**config.mk**
```make
export PLATFORM = sky130hd
export DESIGN_NAME = h264_access_unit_splitter
export DESIGN_NICKNAME = d
export VERILOG_FILES = /design/src/rtl/core/h264aus_pkg.sv /design/src/rtl/core/h264aus_front.sv /design/src/rtl/core/h264aus_queue.sv /design/src/rtl/core/h264aus_back.sv /design/src/rtl/core/h264_access_unit_splitter.sv
export SDC_FILE = /design/constraint.sdc
export NUM_CORES = 1
export LEC_CHECK = 0
export ABC_CLOCK_PERIOD_IN_PS = 12300
export BUFFER_PORTS_ARGS = -buffer_cell sky130_fd_sc_hd__buf_2
export CELL_PAD_IN_SITES_DETAIL_PLACEMENT = 1
export CELL_PAD_IN_SITES_GLOBAL_PLACEMENT = 2
export CORE_ASPECT_RATIO = 0.7
export CORE_MARGIN = 3
export CORE_UTILIZATION = 35
export DETAILED_ROUTE_END_ITERATION = 12
export PLACE_DENSITY = 0.75
export RECOVER_POWER = 50
export SETUP_SLACK_MARGIN = 0.02
export SYNTH_ARGS = -nofsm -noshare
export SYNTH_HDL_FRONTEND = slang
export SYNTH_HIERARCHICAL = 1
export SYNTH_SLANG_ARGS = --single-unit
```
**constraint.sdc**
```tcl
create_clock -name clk -period 12.3 [get_ports clk]
set_input_delay 0.615 -clock clk [delete_from_list [all_inputs] [get_ports clk]]
set_output_delay 0.615 -clock clk [all_outputs]
set_load 0.05 [all_outputs]
```
**src/rtl/core/h264aus_pkg.sv**
```systemverilog
`timescale 1ns / 1ps
package h264aus_pkg;

    typedef struct packed {
        logic [7:0] data_byte;
        logic       end_of_stream;
    } in_item_t;

    typedef struct packed {
        logic [31:0] frame_offset;
        logic [23:0] frame_length;
        logic        truncated;
        logic [1:0]  result_kind;
    } out_item_t;

    localparam logic [1:0] KIND_FRAME = 2'd0;
    localparam logic [1:0] KIND_LAST  = 2'd1;
    localparam logic [1:0] KIND_ERROR = 2'd2;

    localparam logic [4:0] NAL_SLICE = 5'd1;
    localparam logic [4:0] NAL_IDR   = 5'd5;
    localparam logic [4:0] NAL_SEI   = 5'd6;
    localparam logic [4:0] NAL_SPS   = 5'd7;
    localparam logic [4:0] NAL_PPS   = 5'd8;

    localparam int          LEN_W           = 24;
    localparam logic [23:0] MAX_FRAME_RESET = 24'd524288;

    localparam int         CFG_ADDR_W     = 2;
    localparam logic [1:0] ADDR_MAX_FRAME = 2'd0;

    localparam int QUEUE_DEPTH = 2;
    localparam int QPTR_W      = 1;
    localparam int QCNT_W      = 2;

endpackage

```
**src/rtl/core/h264aus_front.sv**
```systemverilog
`timescale 1ns / 1ps
module h264aus_front #(
    parameter int OFFSET_BITS = 32
) (
    input  logic                       clk,
    input  logic                       rst_n,
    input  logic                       in_valid,
    output logic                       in_stall,
    input  h264aus_pkg::in_item_t      in_data,
    output logic                       ev_valid,
    input  logic                       ev_stall,
    output logic [OFFSET_BITS+33:0]    ev_data
);
    import h264aus_pkg::*;

    logic [OFFSET_BITS-1:0] pos_reg, pos_next;
    logic [OFFSET_BITS-1:0] fso_reg, fso_next;
    logic [OFFSET_BITS-1:0] cand_reg, cand_next;
    logic [1:0]             zrun_reg, zrun_next;
    logic                   hdr_reg, hdr_next;
    logic                   pend_reg, pend_next;
    logic                   pic_reg, pic_next;
    logic                   emitted_reg, emitted_next;

    logic                   accept;
    logic                   boundary;
    logic                   is_pic;
    logic [1:0]             ev_kind;
    logic [31:0]            ev_start;
    logic [OFFSET_BITS-1:0] ev_len;
    logic [7:0]             b;

    assign accept   = in_valid && !ev_stall;
    assign in_stall = ev_stall;
    assign b        = in_data.data_byte;
    assign ev_data  = {ev_kind, ev_start, ev_len};

    always_comb
    begin
        pos_next     = pos_reg;
        fso_next     = fso_reg;
        cand_next    = cand_reg;
        zrun_next    = zrun_reg;
        hdr_next     = hdr_reg;
        pend_next    = pend_reg;
        pic_next     = pic_reg;
        emitted_next = emitted_reg;
        ev_valid     = 1'b0;
        ev_kind      = KIND_FRAME;
        ev_start     = 32'(fso_reg);
        ev_len       = cand_reg - fso_reg;
        boundary     = 1'b0;
        is_pic       = 1'b0;

        if (accept)
        begin
            if (in_data.end_of_stream)
            begin
                ev_valid = 1'b1;
                if (pic_reg && emitted_reg)
                begin
                    ev_kind = KIND_LAST;
                    ev_len  = pos_reg + OFFSET_BITS'(1) - fso_reg;
                end
                else
                begin
                    ev_kind  = KIND_ERROR;
                    ev_start = '0;
                    ev_len   = '0;
                end
                pos_next     = '0;
                fso_next     = '0;
                cand_next    = '0;
                zrun_next    = '0;
                hdr_next     = 1'b0;
                pend_next    = 1'b0;
                pic_next     = 1'b0;
                emitted_next = 1'b0;
            end
            else
            begin
                if (pend_reg)
                begin
                    pend_next = 1'b0;
                    if (b[7])
                    begin
                        // first_mb_in_slice == 0: picture start
                        boundary = 1'b1;
                        is_pic   = 1'b1;
                    end
                end
                else if (hdr_reg)
                begin
                    hdr_next = 1'b0;
                    case (b[4:0])
                        NAL_SEI, NAL_SPS, NAL_PPS: boundary  = 1'b1;
                        NAL_SLICE, NAL_IDR:        pend_next = 1'b1;
                        default:                   ;
                    endcase
                end

                if (boundary)
                begin
                    if (!pic_reg)
                    begin
                        if (is_pic)
                            pic_next = 1'b1;
                    end
                    else
                    begin
                        ev_valid     = 1'b1;
                        fso_next     = cand_reg;
                        pic_next     = is_pic;
                        emitted_next = 1'b1;
                    end
                end

                // start code found; long zero runs anchor on the third zero
                if (b == 8'd1 && zrun_reg >= 2'd2)
                begin
                    cand_next = pos_reg - ((zrun_reg == 2'd3) ? OFFSET_BITS'(3)
                                                              : OFFSET_BITS'(2));
                    hdr_next  = 1'b1;
                    pend_next = 1'b0;
                end

                if (b == 8'd0)
                    zrun_next = (zrun_reg == 2'd3) ? 2'd3 : zrun_reg + 2'd1;
                else
                    zrun_next = 2'd0;

                pos_next = pos_reg + OFFSET_BITS'(1);
            end
        end
    end

    always_ff @(posedge clk or negedge rst_n)
    begin
        if (!rst_n)
        begin
            pos_reg     <= '0;
            fso_reg     <= '0;
            cand_reg    <= '0;
            zrun_reg    <= '0;
            hdr_reg     <= 1'b0;
            pend_reg    <= 1'b0;
            pic_reg     <= 1'b0;
            emitted_reg <= 1'b0;
        end
        else
        begin
            pos_reg     <= pos_next;
            fso_reg     <= fso_next;
            cand_reg    <= cand_next;
            zrun_reg    <= zrun_next;
            hdr_reg     <= hdr_next;
            pend_reg    <= pend_next;
            pic_reg     <= pic_next;
            emitted_reg <= emitted_next;
        end
    end

endmodule

```
**src/rtl/core/h264aus_queue.sv**
```systemverilog
`timescale 1ns / 1ps
module h264aus_queue #(
    parameter int WIDTH = 66
) (
    input  logic             clk,
    input  logic             rst_n,
    input  logic             wr_valid,
    output logic             wr_stall,
    input  logic [WIDTH-1:0] wr_data,
    output logic             rd_valid,
    input  logic             rd_stall,
    output logic [WIDTH-1:0] rd_data
);
    import h264aus_pkg::*;

    logic [WIDTH-1:0]  mem_reg [QUEUE_DEPTH];
    logic [QPTR_W-1:0] wptr_reg, wptr_next;
    logic [QPTR_W-1:0] rptr_reg, rptr_next;
    logic [QCNT_W-1:0] cnt_reg, cnt_next;
    logic              push;
    logic              pop;

    assign wr_stall = (cnt_reg == QCNT_W'(QUEUE_DEPTH));
    assign rd_valid = (cnt_reg != '0);
    assign rd_data  = mem_reg[rptr_reg];
    assign push     = wr_valid && !wr_stall;
    assign pop      = rd_valid && !rd_stall;

    always_comb
    begin
        wptr_next = wptr_reg;
        rptr_next = rptr_reg;
        cnt_next  = cnt_reg;
        if (push)
            wptr_next = (wptr_reg == QPTR_W'(QUEUE_DEPTH - 1)) ? '0 : wptr_reg + QPTR_W'(1);
        if (pop)
            rptr_next = (rptr_reg == QPTR_W'(QUEUE_DEPTH - 1)) ? '0 : rptr_reg + QPTR_W'(1);
        if (push && !pop)
            cnt_next = cnt_reg + QCNT_W'(1);
        else if (pop && !push)
            cnt_next = cnt_reg - QCNT_W'(1);
    end

    always_ff @(posedge clk)
    begin
        if (push)
            mem_reg[wptr_reg] <= wr_data;
    end

    always_ff @(posedge clk or negedge rst_n)
    begin
        if (!rst_n)
        begin
            wptr_reg <= '0;
            rptr_reg <= '0;
            cnt_reg  <= '0;
        end
        else
        begin
            wptr_reg <= wptr_next;
            rptr_reg <= rptr_next;
            cnt_reg  <= cnt_next;
        end
    end

endmodule

```
**src/rtl/core/h264aus_back.sv**
```systemverilog
`timescale 1ns / 1ps
module h264aus_back #(
    parameter int OFFSET_BITS = 32
) (
    input  logic                    clk,
    input  logic                    rst_n,
    input  logic                    q_valid,
    output logic                    q_stall,
    input  logic [OFFSET_BITS+33:0] q_data,
    input  logic [23:0]             max_frame,
    output logic                    out_valid,
    input  logic                    out_stall,
    output h264aus_pkg::out_item_t  out_data
);
    import h264aus_pkg::*;

    localparam int CMP_W = (OFFSET_BITS > LEN_W) ? OFFSET_BITS : LEN_W;

    logic [1:0]             q_kind;
    logic [31:0]            q_start;
    logic [OFFSET_BITS-1:0] q_len;
    logic                   trunc;
    logic                   load;
    logic                   valid_reg, valid_next;
    out_item_t              data_reg;
    out_item_t              data_next;

    assign {q_kind, q_start, q_len} = q_data;
    assign trunc   = CMP_W'(q_len) > CMP_W'(max_frame);
    assign load    = q_valid && (!valid_reg || !out_stall);
    assign q_stall = !load;

    assign out_valid = valid_reg;
    assign out_data  = data_reg;

    always_comb
    begin
        valid_next = valid_reg;
        if (load)
            valid_next = 1'b1;
        else if (!out_stall)
            valid_next = 1'b0;

        data_next.frame_offset = q_start;
        data_next.frame_length = trunc ? max_frame : LEN_W'(q_len);
        data_next.truncated    = trunc;
        data_next.result_kind  = q_kind;
    end

    always_ff @(posedge clk)
    begin
        if (load)
            data_reg <= data_next;
    end

    always_ff @(posedge clk or negedge rst_n)
    begin
        if (!rst_n)
            valid_reg <= 1'b0;
        else
            valid_reg <= valid_next;
    end

endmodule

```
**src/rtl/core/h264_access_unit_splitter.sv**
```systemverilog
// An event enters the event queue as its byte is taken, then passes through the output register.
// Throughput: one byte per cycle; the scanner and the clip stage are split by a
// two-entry event queue, so a stalled output only blocks input once the queue is full.
// Reset: scan state and queue clear at once, max_frame returns to 524288;
// no clearing pass, the block takes bytes in the first cycle after reset.
`timescale 1ns / 1ps
module h264_access_unit_splitter #(
    parameter int OFFSET_BITS = 32
) (
    input  logic                                 clk,
    input  logic                                 rst_n,
    input  logic                                 in_valid,
    output logic                                 in_stall,
    input  h264aus_pkg::in_item_t                in_data,
    output logic                                 out_valid,
    input  logic                                 out_stall,
    output h264aus_pkg::out_item_t               out_data,
    input  logic                                 psel,
    input  logic                                 penable,
    input  logic                                 pwrite,
    input  logic [h264aus_pkg::CFG_ADDR_W-1:0]   paddr,
    input  logic [31:0]                          pwdata,
    output logic [31:0]                          prdata,
    output logic                                 pready
);
    import h264aus_pkg::*;

    localparam int EV_W = OFFSET_BITS + 34;

    logic [23:0]     max_frame_reg;
    logic            cfg_wr;
    logic            ev_valid;
    logic            ev_stall;
    logic [EV_W-1:0] ev_data;
    logic            q_valid;
    logic            q_stall;
    logic [EV_W-1:0] q_data;

    assign pready = 1'b1;
    assign cfg_wr = psel && penable && pwrite && (paddr == ADDR_MAX_FRAME);

    always_comb
    begin
        case (paddr)
            ADDR_MAX_FRAME: prdata = {8'd0, max_frame_reg};
            default:        prdata = '0;
        endcase
    end

    always_ff @(posedge clk or negedge rst_n)
    begin
        if (!rst_n)
            max_frame_reg <= MAX_FRAME_RESET;
        else if (cfg_wr)
            max_frame_reg <= pwdata[23:0];
    end

    h264aus_front #(
        .OFFSET_BITS(OFFSET_BITS)
    ) u_front (
        .clk      (clk),
        .rst_n    (rst_n),
        .in_valid (in_valid),
        .in_stall (in_stall),
        .in_data  (in_data),
        .ev_valid (ev_valid),
        .ev_stall (ev_stall),
        .ev_data  (ev_data)
    );

    h264aus_queue #(
        .WIDTH(EV_W)
    ) u_queue (
        .clk      (clk),
        .rst_n    (rst_n),
        .wr_valid (ev_valid),
        .wr_stall (ev_stall),
        .wr_data  (ev_data),
        .rd_valid (q_valid),
        .rd_stall (q_stall),
        .rd_data  (q_data)
    );

    h264aus_back #(
        .OFFSET_BITS(OFFSET_BITS)
    ) u_back (
        .clk       (clk),
        .rst_n     (rst_n),
        .q_valid   (q_valid),
        .q_stall   (q_stall),
        .q_data    (q_data),
        .max_frame (max_frame_reg),
        .out_valid (out_valid),
        .out_stall (out_stall),
        .out_data  (out_data)
    );

endmodule

```
==> impl_summary.md, run 1 <==
Run status
The run finished, with violations left. The checks that failed: max-capacitance violations, max-slew violations.

Pwr
The worst-case IR drop observed on VDD is 0.128 mV. The leakage power total is roughly 8.3 nW. The power density over the cells is 248 nW/um^2.

Final layout
Leaving out fill and tap cells, the most frequent cell in the layout is edfxtp_1. The final antenna diode count is 0. The post-route netlist has between 10 and 15% of its cells at a drive strength greater than 1. In the layout the commonest cells are edfxtp_1, dfrtp_1, nand2_1. The area growth from synthesis to layout is 11.1%. The final core utilization is about two fifths. Once layout is done, the placed cells without fillers occupy between 20000 and 25000 um^2. The number of nets in the final layout is about 1900. Fill cells in the final layout number 5661.

Across the whole layout, storage elements account for about 9000 um^2. The combined area of the multi-input logic cells is about 8500 um^2. The number of flip-flops in the largest register is approximately 130.

Critical path
The largest fanout on the critical path is 63. For the worst setup path, the data required time is 12440 ps. The worst setup path is launched from an input pin. The critical path starts at in_data[0]. The data arrival time of the critical path is between 7000 and 8000 ps. STA classifies the critical path endpoint as a flop. The category of the critical setup timing path is in2reg. The source of the worst register-to-register timing path is u_queue/rptr_reg.

STA
The clock period could shrink to roughly 7000 ps. The normalized max-slew margin is -176%. The minimum hold slack is between 200 and 300 ps. For the pin with the worst max-slew slack, the measured transition is roughly 4100 ps. The upper clock frequency limit is about 140 MHz. The clock arrives with about 22 ps of skew. Setup violations remaining at the end of the flow were counted as 0. Setup repair after global routing left no endpoint under its margin. The final total negative setup slack is 0 ps. The max-slew violation count was approximately 520. The final critical-path share of the clock period is a little under three fifths. The hold violation count in the final report is 0.

Detailed routing
The detailed router put a total of 23900 um of wire on met1. The routed layout has between 10000 and 15000 vias. The final routed DRC violation total is 0. The highest routing layer actually used is met4. The first detailed-routing pass took 5 iterations.

The DRC violation total after the first TritonRoute iteration is slightly above 600. After detailed routing, the average wire length per cell comes to just over 20 um. The final wirelength is ~50000 um. Wire segments on met2 add up to ~24000 um in the final route. In the detailed route, the total length drawn on met3 is ~1800 um. Using the TritonRoute via totals, the vias-per-cell ratio works out to approximately 5.3. The count of nets left with antenna violations after detail routing is 0.

Worst hold path
The startpoint of the tightest hold check path is pwdata[2]. The classification of the worst-slack hold path is in2reg.

Clock network
TritonCTS built the clock tree. The clock root buffer is clkbuf_16. The clock reaches the later pin of the worst-skew pair after 530 ps. The number of levels in the clock H-tree is 2. Buffers inserted during clock tree synthesis total 36. Clock-pin slew was measured on the worst setup and hold paths at approximately 60 ps. The clock tree buffer depth is 3. For this design, the sink count on the clock tree is around 320. The post-CTS setup buffer count is 0. After clock tree synthesis, the flow added hold-fix buffers numbering 0. The number of resized instances in the post-cts repair step is 0.

GRT
The global-route usage over all layers is between 15 and 20%. The initial antenna violation count is 1. The via count of the first global-routing pass is ~14000. The pin count of the biggest net entering global routing is slightly below 70. The overall overflow remaining after global route is 0. The global-route wire length before repair is between 70000 and 80000 um.

Placement
Once placement finished, the instance area stood at around 19000 um^2. The final weighted congestion in routability-driven placement is approximately 0.85. The wire-length estimate of the detail-placed layout is roughly 36000 um. The count of buffers from port buffering is 126.

Yosys
For this run, the number of Yosys warnings is 6. The average size of a mapped cell is ~11 um^2. Ranked by total cell area, the synthesized netlist is headed by edfxtp_1, dfrtp_1, ha_1. The cell type contributing the most total cell area after synthesis is edfxtp_1. After synthesis, the share of cell area in mux cells is under 10%. The fraction of the mapped netlist area in adder cells is about 6.4%. The proportion of netlist area held by the largest area contributor is around 31%. After technology mapping, the gate count stands at 1656. The largest family of logic cells by synthesized area is simple AND/OR/NAND/NOR gates. The count of state elements after synthesis is roughly 320. Counting flops with a built-in enable in the synthesized netlist gives between 150 and 200. For this run, asynchronously set or reset flops after synthesis account for approximately two fifths. In the synthesized netlist the dominant register cell turns out to be edfxtp_1. The sequential area share after synthesis is approximately half.

The cell area after synthesis is about 18000 um^2. The count of distinct cell types in the synthesized netlist is 86. The synthesized netlist devotes between 10% and 20% of its cell area to compound gates. The simple-gate share of the synthesized area is a little over an eighth. The xor and xnor fraction of the mapped netlist area is ~5.6%.

Die
The floorplan step defined a core boundary enclosing ~51000 um^2. The width of the die is about 280 um. The number of top-level design ports is 144. For this configuration, the core starts out at a cell density of about 36%. The die outline area is between 50000 and 60000 um^2. The floorplan has between 60 and 70 rows.

In this run the vertical extent of the chip is roughly 200 um.

Flow run
Across the run, the number of max-cap violations was 11.
Yosys cell counts, types with 44 or more instances:
library cell / n
xnor2_1: 74
nand2_1: 129
edfxtp_1: 191
nor2_1: 103
mux2_2: 46
inv_1: 77
ha_1: 90
mux2_4: 69
clkbuf_1: 64
o21ai_0: 106
dfrtp_1: 130
a21oi_1: 76
xor2_1: 44
worst paths after layout:
check / to / slack [ps] / depth (start not counted)
max in group asynchronous: u_front/fso_reg[22] / 5540 / 2
setup reg to reg: u_back/out_data[3] / 6060 / 9
setup / recovery: u_queue/mem_reg[0][61] / 5320 / 8
hold / removal: max_frame_reg[2] / 300 / 2
min in group asynchronous: u_back/out_valid / 1560 / 1
hold reg to reg: u_queue/cnt_reg[1] / 500 / 1
per-layer routing:
metal / GRT usage [%] / up-vias
li1: - / 6144
met1: 24.9 / 6545
met2: 30.1 / 193
met3: 2.46 / 55
met4: 3.25 / 0
met5: 0 / -
report_power, final:
| group | total (mW) | switching, mW | leakage, nW | internal [mW] |
|---|---|---|---|---|
| sequential | 1.62 | 0.139 | 3.53 | 1.48 |
| combinational | 2.37 | 1.49 | 4.20 | 0.879 |
| clock | 1.07 | 0.454 | 0.572 | 0.615 |
critical path: stages:
cell,delay [ps]
buf_2,70
clkbuf_1,2260
o21bai_1,2170
inv_1,290
buf_4,390
nand2_1,200
nor2_4,220
buf_4,690
layout make-up:
| cell class | instances | share of cell area (%) |
|---|---|---|
| multi-input cells | 1165 | 41.6 |
| clock inverters | 20 | 0.804 |
| repair buffers | 140 | 3.01 |
| inverters | 78 | 1.44 |
| clock buffers | 45 | 4.83 |
| well taps | 674 | 4.13 |
| flip-flops and latches | 322 | 44.2 |
kinds of logic (layout without fill, tap and decap cells):
kind of cell    Yosys count  in the layout
compound gates          353            353
xor+xnor                118            118
simple gates            467            467
mux                     126            126
fa+ha+maj                92             92
flops                   322            322
buf+inv                 176            283
other cells               2              9
through the flow:
step / worst slack, ps / instances / power (mW)
after floorplan: 7000 / 1663 / 3.42
after global placement: 7380 / 2379 / 3.97
after detailed placement: 7360 / 2379 / 4.03
after CTS: 7320 / 2444 / 5.13
after global routing: 4330 / 2444 / 5.40
final: 5320 / 2444 / 5.06
Note: power is estimated with default switching activity, not from simulation.
==> run 2: changes to the inputs <==
ABC_CLOCK_PERIOD_IN_PS = 7000   (was 12300)
clock period = 7 ns   (was 12.3 ns; I/O delays follow)
==> impl_summary.md, run 2 (synthesis results as in run 1) <==
Run status
The run finished, with violations left. The checks that failed: max-capacitance violations, max-slew violations.

Critical path
The peak per-stage delay on the critical path is about 2100 ps. The family with the most delay on the worst path is flip-flops. The register-to-register path setup slack is about 1400 ps. Together, buffers and inverters on the worst path number 1. Counting buffers and inverters, the worst setup path is 8 cells deep. The endpoint identified for the worst register-to-register timing path is u_back/out_data[3]. The worst endpoint required time is 7290 ps. STA puts the critical path data arrival time at 5870 ps.

The sort of element at the end of the critical path is a flop. The type of origin of the critical path is a flop. The startpoint identified for the worst register-to-register timing path is u_queue/rptr_reg.

The depth of the worst register-to-register path is 8. The slowest cell on the critical path is dfrtp_1. The launching instance or port of the critical path is u_queue/rptr_reg.

The critical path goes through clkbuf_1 > mux2_4 > ha_1 > nand4_1 > nor4_1 > mux2i_1 > nand2_4 > mux2_2. The largest fanout on the critical path is between 40 and 50. The worst setup path is of the reg2reg kind. The destination of the critical timing path is u_back/out_data[3].

STA
The post-route minimum period is around 5600 ps. The upper clock frequency limit is about 180 MHz. The final critical-path share of the clock period is between 70% and 80%. The hold violation count in the final report is 0. Setup total negative slack on the finished layout was measured at 0 ps. Across all hold checks on the routed design, the worst slack comes to approximately 24 ps. Between clock sinks in the finished design, the worst skew comes to between 10 and 15 ps. Setup violations remaining at the end of the flow were counted as 0.

The max-slew violation count is ~290. The normalized max-slew margin is -195%. Setup repair after global routing left no endpoint under its margin.

For the pin with the worst max-slew slack, the measured transition is between 4000 and 5000 ps.

GRT
The overall overflow remaining after global route is 0. The initial antenna violation count was 0. The global-route wire length before repair is a little under 80000 um. The via count of the first global-routing pass is around 13000. Global routing consumed, over all layers together, between 10% and 20% of the routing resources. The pin count of the biggest net entering global routing is 70.

Die
The width of the die is roughly 280 um. The vertical die dimension is a little under 200 um. The die outline area is around 55000 um^2. During I/O placement, the number of pins put on the boundary was 144. The core region is roughly 51000 um^2. For this configuration, the core starts out at a cell density of a little over a third. The site row count is between 60 and 70.

Detailed routing
In the routed layout, each cell is associated on average with a via count of between 5 and 6. Once detail routing completed, the nets flagged for antenna violations numbered 0. In the detailed route, the total length drawn on met2 is about 23000 um. After detailed routing, the wire length on met1 is ~24000 um. The total iterations of the first detailed-routing run is 5. The wire length per cell is 20.5 um. The routed design uses between 1500 and 2000 um of met3 wire. After detailed routing, the total wire length is just over 50000 um. After detailed routing, no signal wire sits above met4. The final routed DRC violation total is 0. The detailed-route via count is approximately 13000. The DRC violation total after the first TritonRoute iteration is around 800.

Clock network
The clock reaches the later pin of the worst-skew pair after 540 ps. The clock sink count is 322. The number of levels in the clock H-tree is 2. In this run, post-CTS repair resized a total of 0 instances.

The TritonCTS clock tree is built. The clock tree buffer depth is 3. The number of buffers created by CTS is 36. Clock-pin slew was measured on the worst setup and hold paths at about 60 ps. The post-CTS setup buffer count is 0. The clock root buffer is clkbuf_16. After clock tree synthesis, the flow added hold-fix buffers numbering 1.

Worst hold path
The worst hold path stage count is 2. The tightest min-delay check is of the in2reg type.

Final layout
In the layout the commonest cells are edfxtp_1, dfrtp_1, nand2_1. The final standard cell count with taps included and fillers excluded is approximately 2400. The number of nets in the final layout is 1890. Leaving out fill and tap cells, the most frequent cell in the layout is edfxtp_1.

Relative to the synthesized area, the layout overhead comes to 11.5%. The register with the most flip-flops in the layout has between 100 and 150 of them. The post-route netlist has roughly 14% of its cells at a drive strength greater than 1.

Placement
The cell count after placement is 2383. The final weighted congestion in routability-driven placement is between 0.8 and 0.9. Port buffering added 126 buffers. The half-perimeter wire length after placement is ~37000 um.

Pwr
The worst vdd rail ir drop is 0.199 mV. The power density over the cells is around 440 nW/um^2. The analysis attributes to cell leakage a power of ~8.3 nW.

Flow run
The number of max-capacitance violations reported is 6.
[run 2: metrics by stage]
step / utilization, % / instance area [um^2] / worst slack (ps) / total power, mW
3_5_place_dp: 38.0 / 19500 / 2150 / 7.10
3_3_place_gp: 38.0 / 19500 / 2150 / 7.00
2_1_floorplan: - / 18400 / 1970 / 6.01
5_1_grt: 39.9 / 20500 / 929 / 9.59
6_report: 39.9 / 20500 / 1410 / 8.98
4_1_cts: 40.4 / 20700 / 2120 / 9.11
[run 2: power breakdown]
part,internal (mW),total [mW],switching (mW),leakage [nW]
clock network,1.13,1.96,0.825,0.583
logic,1.54,4.13,2.59,4.15
registers,2.60,2.89,0.293,3.53
[run 2: area by class of cell]
| class | instances | area (um^2) |
|---|---|---|
| diodes | 1 | 2.50 |
| clock buffers | 41 | 950 |
| clock inverters | 23 | 254 |
| fillers | 5715 | 30800 |
| inverters | 78 | 293 |
| multi-input cells | 1165 | 8480 |
| flip-flops and latches | 322 | 9010 |
| well taps | 674 | 843 |
| repair buffers | 145 | 642 |
[run 2: routing by layer]
| metal | GRT usage (%) | vias up |
|---|---|---|
| met5 | 0 | - |
| met4 | 3.87 | 0 |
| met3 | 2.49 | 69 |
| met2 | 29.3 | 175 |
| met1 | 25.9 | 6550 |
| li1 | - | 6160 |
[run 2: worst min-delay path by stage]
stage | start | endpoint | slack [ps]
finish | pwdata[11] | max_frame_reg[11] | 20
global route | pwdata[10] | max_frame_reg[10] | 9
CTS | pwdata[1] | max_frame_reg[1] | 10
detailed placement | rst_n | u_queue/cnt_reg[0] | 460
global placement | rst_n | u_back/out_valid | 450
floorplan | rst_n | max_frame_reg[0] | 50
